[src/rtl/bws_pkg.sv]
// ----------------------------------------------------------------------------
// bws_pkg: shared types and constants of the Bezier waypoint smoother
// Controller states, datapath command/status structs, the per-segment
// step table for t = j/N and the Q16 rounding helper.
// ----------------------------------------------------------------------------
package bws_pkg;

  localparam int COORD_WIDTH_DEF    = 24;
  localparam int MAX_SEG_POINTS_DEF = 32;

  localparam int CFG_W = 6;
  localparam logic [CFG_W-1:0] SEG_POINTS_RST = 6'd5;

  localparam int FRAC_W    = 16;
  localparam int T_W       = FRAC_W + 1;
  localparam int REM_TBL_W = 5;
  localparam logic [T_W-1:0] T_ONE = {1'b1, {FRAC_W{1'b0}}};

  typedef enum logic [1:0] {
    CS_IDLE,
    CS_SETUP,
    CS_RUN,
    CS_FINISH
  } ctl_state_t;

  // which window entries form the segment being set up
  typedef enum logic [1:0] {
    SEL_MID,
    SEL_OPEN,
    SEL_FINAL
  } seg_sel_t;

  typedef struct packed {
    logic     load_in;
    logic     setup;
    seg_sel_t sel;
    logic     issue;
    logic     t_full;
    logic     tag_last;
    logic     tag_done;
    logic     shift_win;
    logic     clear_win;
  } dp_cmd_t;

  typedef struct packed {
    logic advance;
  } dp_stat_t;

  typedef struct packed {
    logic [T_W-1:0]       q;
    logic [REM_TBL_W-1:0] r;
  } recip_t;

  // quotient and remainder of 2^16 / n, for n = 1..32
  function automatic recip_t seg_recip(input logic [CFG_W-1:0] n);
    recip_t res;
    unique case (n)
      6'd1:    res = '{q: 17'd65536, r: 5'd0};
      6'd2:    res = '{q: 17'd32768, r: 5'd0};
      6'd3:    res = '{q: 17'd21845, r: 5'd1};
      6'd4:    res = '{q: 17'd16384, r: 5'd0};
      6'd5:    res = '{q: 17'd13107, r: 5'd1};
      6'd6:    res = '{q: 17'd10922, r: 5'd4};
      6'd7:    res = '{q: 17'd9362,  r: 5'd2};
      6'd8:    res = '{q: 17'd8192,  r: 5'd0};
      6'd9:    res = '{q: 17'd7281,  r: 5'd7};
      6'd10:   res = '{q: 17'd6553,  r: 5'd6};
      6'd11:   res = '{q: 17'd5957,  r: 5'd9};
      6'd12:   res = '{q: 17'd5461,  r: 5'd4};
      6'd13:   res = '{q: 17'd5041,  r: 5'd3};
      6'd14:   res = '{q: 17'd4681,  r: 5'd2};
      6'd15:   res = '{q: 17'd4369,  r: 5'd1};
      6'd16:   res = '{q: 17'd4096,  r: 5'd0};
      6'd17:   res = '{q: 17'd3855,  r: 5'd1};
      6'd18:   res = '{q: 17'd3640,  r: 5'd16};
      6'd19:   res = '{q: 17'd3449,  r: 5'd5};
      6'd20:   res = '{q: 17'd3276,  r: 5'd16};
      6'd21:   res = '{q: 17'd3120,  r: 5'd16};
      6'd22:   res = '{q: 17'd2978,  r: 5'd20};
      6'd23:   res = '{q: 17'd2849,  r: 5'd9};
      6'd24:   res = '{q: 17'd2730,  r: 5'd16};
      6'd25:   res = '{q: 17'd2621,  r: 5'd11};
      6'd26:   res = '{q: 17'd2520,  r: 5'd16};
      6'd27:   res = '{q: 17'd2427,  r: 5'd7};
      6'd28:   res = '{q: 17'd2340,  r: 5'd16};
      6'd29:   res = '{q: 17'd2259,  r: 5'd25};
      6'd30:   res = '{q: 17'd2184,  r: 5'd16};
      6'd31:   res = '{q: 17'd2114,  r: 5'd2};
      6'd32:   res = '{q: 17'd2048,  r: 5'd0};
      default: res = '{q: T_ONE,     r: 5'd0};
    endcase
    return res;
  endfunction

  // (v + 2^15) >> 16 on a product of two Q1.16 values
  function automatic logic [T_W-1:0] rnd_q16(input logic [2*T_W+1:0] v);
    logic [2*T_W+1:0] s;
    s = v + ((2*T_W+2)'(1) << (FRAC_W - 1));
    return s[FRAC_W+T_W-1:FRAC_W];
  endfunction

endpackage

[src/rtl/bws_ctrl.sv]
// ----------------------------------------------------------------------------
// bws_ctrl: sequencing of one waypoint transaction
// Decides echo, silent fill or segment work from the fill level, issues
// one point per cycle to the datapath unless stalled, then retires the window.
// ----------------------------------------------------------------------------
module bws_ctrl
  import bws_pkg::*;
#(
  parameter int MAX_SEG_POINTS = MAX_SEG_POINTS_DEF,
  localparam int CNT_W         = $clog2(MAX_SEG_POINTS + 1)
) (
  input  logic             clk,
  input  logic             rst,
  input  logic             in_valid,
  output logic             in_ready,
  input  logic             path_end,
  input  logic             cfg_we,
  input  logic [CFG_W-1:0] cfg_wdata,
  input  dp_stat_t         stat,
  output dp_cmd_t          cmd,
  output logic [CNT_W-1:0] seg_n
);

  localparam logic [1:0] SEEN_ONE  = 2'd1;
  localparam logic [1:0] SEEN_TWO  = 2'd2;
  localparam logic [1:0] SEEN_FULL = 2'd3;

  ctl_state_t       state;
  ctl_state_t       state_next;
  logic [CFG_W-1:0] seg_points;
  logic [1:0]       seen;
  logic             end_flag;
  logic             echo;
  logic             final_pend;
  seg_sel_t         sel;
  logic [CNT_W-1:0] j;
  logic [CNT_W-1:0] limit;
  logic [CNT_W-1:0] limit_m1;
  logic             last_pt;
  logic             is_echo;

  always_comb begin
    priority if (seg_points == '0) begin
      seg_n = CNT_W'(1);
    end else if (seg_points > CFG_W'(MAX_SEG_POINTS)) begin
      seg_n = CNT_W'(MAX_SEG_POINTS);
    end else begin
      seg_n = CNT_W'(seg_points);
    end
  end

  assign limit    = echo ? CNT_W'(1) : seg_n;
  assign limit_m1 = limit - CNT_W'(1);
  assign last_pt  = (j == limit_m1);
  assign is_echo  = (seen == '0) || (seen == SEEN_ONE && path_end);

  // next state
  always_comb begin
    state_next = state;
    unique case (state)
      CS_IDLE: begin
        if (in_valid) begin
          if (seen == SEEN_ONE && !path_end) begin
            state_next = CS_FINISH;
          end else begin
            state_next = CS_SETUP;
          end
        end
      end
      CS_SETUP: state_next = CS_RUN;
      CS_RUN: begin
        if (stat.advance && last_pt) begin
          state_next = final_pend ? CS_SETUP : CS_FINISH;
        end
      end
      CS_FINISH: state_next = CS_IDLE;
      default:   state_next = CS_IDLE;
    endcase
  end

  // outputs
  always_comb begin
    cmd      = '0;
    cmd.sel  = sel;
    in_ready = 1'b0;
    unique case (state)
      CS_IDLE: begin
        in_ready    = 1'b1;
        cmd.load_in = in_valid;
      end
      CS_SETUP: cmd.setup = 1'b1;
      CS_RUN: begin
        cmd.issue    = 1'b1;
        cmd.t_full   = echo;
        cmd.tag_last = last_pt && !final_pend;
        cmd.tag_done = last_pt && !final_pend && end_flag;
      end
      CS_FINISH: begin
        cmd.shift_win = !end_flag;
        cmd.clear_win = end_flag;
      end
      default: ;
    endcase
  end

  always_ff @(posedge clk) begin
    if (rst) begin
      state      <= CS_IDLE;
      seg_points <= SEG_POINTS_RST;
      seen       <= '0;
      end_flag   <= 1'b0;
      echo       <= 1'b0;
      final_pend <= 1'b0;
      sel        <= SEL_MID;
      j          <= '0;
    end else begin
      state <= state_next;
      if (cfg_we) begin
        seg_points <= cfg_wdata;
      end
      if (state == CS_IDLE && in_valid) begin
        end_flag <= path_end;
        if (is_echo) begin
          echo       <= 1'b1;
          sel        <= SEL_FINAL;
          final_pend <= 1'b0;
        end else begin
          echo       <= 1'b0;
          sel        <= (seen == SEEN_TWO) ? SEL_OPEN : SEL_MID;
          final_pend <= path_end;
        end
      end
      if (state == CS_SETUP) begin
        j <= '0;
      end
      if (state == CS_RUN && stat.advance) begin
        j <= j + CNT_W'(1);
        if (last_pt && final_pend) begin
          final_pend <= 1'b0;
          sel        <= SEL_FINAL;
        end
      end
      if (state == CS_FINISH) begin
        if (end_flag) begin
          seen <= '0;
        end else if (seen != SEEN_FULL) begin
          seen <= seen + 2'd1;
        end
      end
    end
  end

  a_accept_leaves_idle: assert property (@(posedge clk) disable iff (rst)
    (in_valid && in_ready) |=> (state != CS_IDLE))
    else $error("accepted transaction did not start work");

  a_point_count_bound: assert property (@(posedge clk) disable iff (rst)
    (state == CS_RUN) |-> (j <= limit_m1))
    else $error("point counter ran past the segment length");

  a_seen_only_in_finish: assert property (@(posedge clk) disable iff (rst)
    (state != CS_FINISH) |=> $stable(seen))
    else $error("fill level changed outside retirement");

  a_echo_single_segment: assert property (@(posedge clk) disable iff (rst)
    final_pend |-> !echo)
    else $error("echo transaction has a pending final segment");

endmodule

[config.mk]
export PLATFORM = sky130hd
export DESIGN_NAME = bws_ctrl
export DESIGN_NICKNAME = d
export VERILOG_FILES = /design/src/rtl/bws_pkg.sv /design/src/rtl/bws_ctrl.sv
export SDC_FILE = /design/constraint.sdc
export NUM_CORES = 1
export LEC_CHECK = 0
export ABC_AREA = 1
export BUFFER_PORTS_ARGS = -buffer_cell sky130_fd_sc_hd__buf_2
export CAP_MARGIN = 20
export CORE_MARGIN = 3
export CORE_UTILIZATION = 48
export DETAILED_ROUTE_END_ITERATION = 6
export PLACE_DENSITY = 0.83
export SYNTH_ARGS = -nofsm -noshare
export SYNTH_HDL_FRONTEND = slang
export SYNTH_SLANG_ARGS = --single-unit
[constraint.sdc]
create_clock -name clk -period 2.8 [get_ports clk]
set_input_delay 0.84 -clock clk [delete_from_list [all_inputs] [get_ports clk]]
set_output_delay 0.84 -clock clk [all_outputs]
set_load 0.03 [all_outputs]
# --- Word level (Yosys, flattened, before mapping) ---
# Index checks and enable logic that the tools add are counted.
word_totals:
  regBits: 21
  output_inout_bits: 17
classes:
  addsub: 3
  magnitude_cmp: 1
  eq_ne: 9
  n_mux: 27
  n_reduce_logical: 19
ops:
  columns: ["op", "n"]
  rows:
  - ["two-way mux 6 bit", 5]
  - ["two-way mux 2 bit", 11]
  - ["two-way mux 1 bit", 9]
  - ["logical AND 1 bit", 8]
  - ["one-hot mux 2 bit (4 select lines)", 1]
  - ["adder 6 x 1 -> 6 bit (second input constant)", 1]
  - ["== test 2 bit (second input constant)", 3]
  - ["== test 6 bit", 1]
  - ["> comparator 6 bit (second input constant)", 1]
  - ["zero test 6 bit", 1]
  - ["!= test 2 bit (second input constant)", 3]
  - ["subtractor 6 x 1 -> 6 bit (second input constant)", 1]
  - ["== test 2 x 1 -> 1 bit (second input constant)", 2]
  - ["zero test 2 bit", 2]
  - ["two-way mux 4 bit", 1]
  - ["AND reduction 2 bit", 2]
  - ["nonzero test 2 bit", 2]
  - ["zero test 1 bit", 3]
  - ["adder 2 x 1 -> 2 bit (second input constant)", 1]
  - ["logical OR 1 bit", 1]

# --- Depth between registers and ports, before layout ---
logic_depth:
  ltp_word: 9
  depth_mapped: 16
  depth_no_buf: 16

# --- Worst setup path after synthesis ---
# OpenSTA, ideal clock, no wires.
synth_timing:
  path_type: "register to output"
  from: "register seg_points[2]"
  to: "output cmd[3] (netlist name)"
  arrival_ns: 2.475
  path_slack_ns: -0.515
  path_stages_with_launch: 15
  path_buffers: 0
  cell_sequence: "dfxtp_1 nor2_1 nand3_2 nand2_2 inv_1 nor2_1 nand2_1 ha_1 xor2_1 nand2_1 nor2_1 nand2_1 nor2_4 nand3_1 nor2_1"
synth_rtl:
  columns: ["item", "line", "text"]
  rows:
  - ["from (decl)", "bws_ctrl.sv:30", "logic [CFG_W-1:0] seg_points;"]
  - ["from (signal assigned)", "bws_ctrl.sv:119", "seg_points <= cfg_wdata;"]
  - ["to (decl)", "bws_ctrl.sv:20", "output dp_cmd_t cmd,"]

==> impl_metrics.py <==
metrics = {
    "setup_path": {
        "crit_buf_inv": 2,
        "worst-r2r-setup-slack_ns": 0.59,
        "critPathMaxStageDelay_ns": 0.34,
        "crit_family": "simple AND/OR/NAND/NOR gates",
        "cp-end-kind": "output port",
        "critPathMaxFanout": 3,
        "path_class": "flop to output port",
        "critPathArrivalTime_ns": 2.34,
        "cpMaxStageDelayCell": "dfxtp_2",
        "path_cells": "nor2_2, nand3_2, nand2_2, inv_2, nor2_4, nand2_2, ha_4, xor2_2, nand2_1, nor2_1, nand2_1, nor2_4, nand3_4, nor3_4, buf_6",
        "required_ns": 1.96,
        "start_kind": "flop",
    },
    "synth": {
        "synth_area_per_cell_um2": 6.733,
        "seq_area_frac_synth_pct": 34.50,
        "synthTopCellsByArea": "dfxtp_1 (34%), nand2_1 (11%), inv_1 (9.9%)",
        "synth-seq-cells": 21,
        "yosysUniqueCellTypes": 26,
        "syn_inst": 181,
        "synth_top_area_share_pct": 34.50,
        "yosys_warnings": 0,
        "synth.largest_area_cell": "dfxtp_1",
        "synthesis.nets": 199,
        "synth_area_um2": 1219,
    },
    "drt": {
        "drt_iter0_drc": 84,
        "drc_errors": 0,
        "routedWlPerCell_um": 11.96,
        "ant_nets": 0,
        "drt_pre_antenna_iters": 4,
        "routed_via_density": 5.097,
        "num_vias": 1264,
        "drt-total-wl_um": 2966,
    },
    "cts": {
        "cts_buffers": 3,
        "cts-htree-levels": 1,
        "cts_root_buf": "clkbuf_4",
        "clock_sinks": 21,
        "clock_latency_ns": 0.31,
        "cts_hold_buffers": 0,
        "cts_tree": "done",
        "clk_pin_slew_ns": 0.13,
        "clk_path_buf_depth": 2,
    },
    "finish": {
        "drive_above_1_share_pct": 28.64,
        "final_net_count": 239,
        "diodes": 0,
        "area_growth_pct": 27.93,
        "fill_cells": 220,
        "finalNonFillerCells": 248,
        "final_util_pct": 67.24,
    },
    "power": {
        "power.density_nw_per_um2": 575.0,
        "max-vdd-ir-drop_uv": 477.0,
        "cellLeakagePower_nw": 0.7401,
        "power_uw": 896.4,
    },
    "job": {
        "cap_violations": 0,
    },
    "sta": {
        "period_share_pct": 113.7,
        "rsz0062_at_grt": "true",
        "setup_viol": 2,
        "period_minus_slack_ns": 3.182,
        "fin_ws_ns": -0.3825,
        "finClkSkew_ns": 0.01366,
        "fmax_mhz": 314.2,
        "slew_viol_final": 0,
        "tightest_slew_ns": 0.3645,
        "hold_viol_final": 0,
        "relSlewSlack_pct": 75.48,
    },
    "global_routing": {
        "grt_max_degree": 13,
        "grt.total_usage_pct": 19.28,
        "overflow": 0,
        "grt_first_pass_wirelength_um": 4995,
        "grt_pass1_vias": 1184,
        "antenna_found_initial": 0,
    },
    "floorplanning": {
        "die_area_um2": 3179,
        "placementRows": 17,
        "start_util_pct": 52.56,
        "fp.dieH_um": 56.39,
        "coreArea_um2": 2318,
        "die_w_um": 56.39,
        "ios": 29,
    },
    "run_status": {
        "status": "complete, but fails checks",
        "violations": "negative setup slack",
    },
    "placed_design": {
        "place_ws_ns": -0.02793,
        "place_congestion": 0.8193,
        "dp.cells": 240,
        "port_buffers": 28,
        "hpwlAfterDp_um": 2101,
    },
    "min_path": {
        "worstHoldPathType": "flop to flop",
    },
}
[cells by family (layout without fill, tap and decap cells)]
family	Yosys count	in the layout	synth area share, %
AO/OA/AOI/OAI	36	36	17.15
flip-flops	21	21	34.50
XOR/XNOR	3	3	2.156
buffers and inverters	35	74	10.78
AND/OR/NAND/NOR	80	80	29.26
adder cells (fa/ha/maj)	6	6	6.160
[cell usage after synthesis (all sizes together)]
library cell  number
xor2               3
nor2              23
a211oi             2
a21oi             18
dfxtp             21
o21ai             10
or2                1
nor4               1
nor3               1
clkbuf             2
nand2             40
a311oi             1
nand3             10
a221oi             2
nand4              4
ha                 6
o311ai             1
inv               33
a22oi              1
a21o               1
[final timing paths]
kind	start	end	cells after the start
worst min-delay path	sel[0]	sel[0]	2
worst max register to register	seg_points[4]	sel[0]	16
worst min register to register	sel[0]	sel[0]	2
worst max-delay path	seg_points[4]	cmd[2]	15
[repair_timing]
item | in CTS | in global routing
pin swaps | 2 | 2
buffers inserted | 1 | 3
setup endpoints to repair | 2 | 2
gates resized for setup | 7 | 5
[layout make-up]
cell class,count,area (µm²),share of cell area [%]
Clock inverter,1,5.005,0.3210
Timing Repair Buffer,37,220.2,14.13
Clock buffer,3,22.52,1.445
Tap cell,28,35.03,2.247
Sequential cell,21,424.2,27.21
Inverter,33,123.9,7.945
Multi-Input combinational cell,125,728.2,46.71
[cell usage in the layout, fill, tap and decap left out, types with 3 or more instances in the layout]
master    count
nor2_4        3
nand2_2       5
buf_4         9
nor2_1       18
nand3_1       8
nand2_1      35
clkbuf_4      3
buf_2        26
inv_1        31
dfxtp_2       3
a21oi_1      17
o21ai_0       9
dfxtp_1      18
nand4_1       4
ha_1          5
[report_power, final]
part / switching (mW) / internal (mW)
logic: 0.263 / 0.130
clock network: 0.0963 / 0.0532
registers: 0.0253 / 0.329
total: 0.384 / 0.512
[worst register-to-register path, stage by stage, from the launching register on]
cell and delay [ns]:
dfxtp_2 0.34, nor2_2 0.11, nand3_2 0.10, nand2_2 0.09
inv_2 0.05, nor2_4 0.10, nand2_2 0.07, ha_4 0.28
xor2_2 0.14, nand2_1 0.06, nor2_1 0.08, nand2_1 0.09
nor2_4 0.17, buf_4 0.14, nand4_1 0.15, nand2_1 0.14
a21oi_1 0.04
[per-stage QoR]
| stage | hold slack [ns] | TNS (ns) | area (µm²) |
|---|---|---|---|
| detailed placement | 0.4485 | -0.02793 | 1449 |
| finish | 0.4670 | -0.7293 | 1559 |
| global placement | 0.4461 | 0 | 1449 |
| global route | 0.5223 | -1.058 | 1559 |
| CTS | 0.4671 | -0.6349 | 1501 |
| floorplan | 0.4364 | -0.1768 | 1244 |
[sequential cells by signal, indices dropped and copies added, names as in the netlist]
name and cells:
end_flag 1, seg_points 6, j 6, echo 1
seen 2, state 2, final_pend 1, sel 2
[routing by layer]
metal	vias up	share of wire, %	GRT usage (%)
met5	-	0	0
met4	0	0.84	7.119
met3	4	4.8	2.529
met2	28	49	32.05
met1	566	46	25.35
li1	666	-	-
No activity file was read; power rests on OpenSTA's default activity.
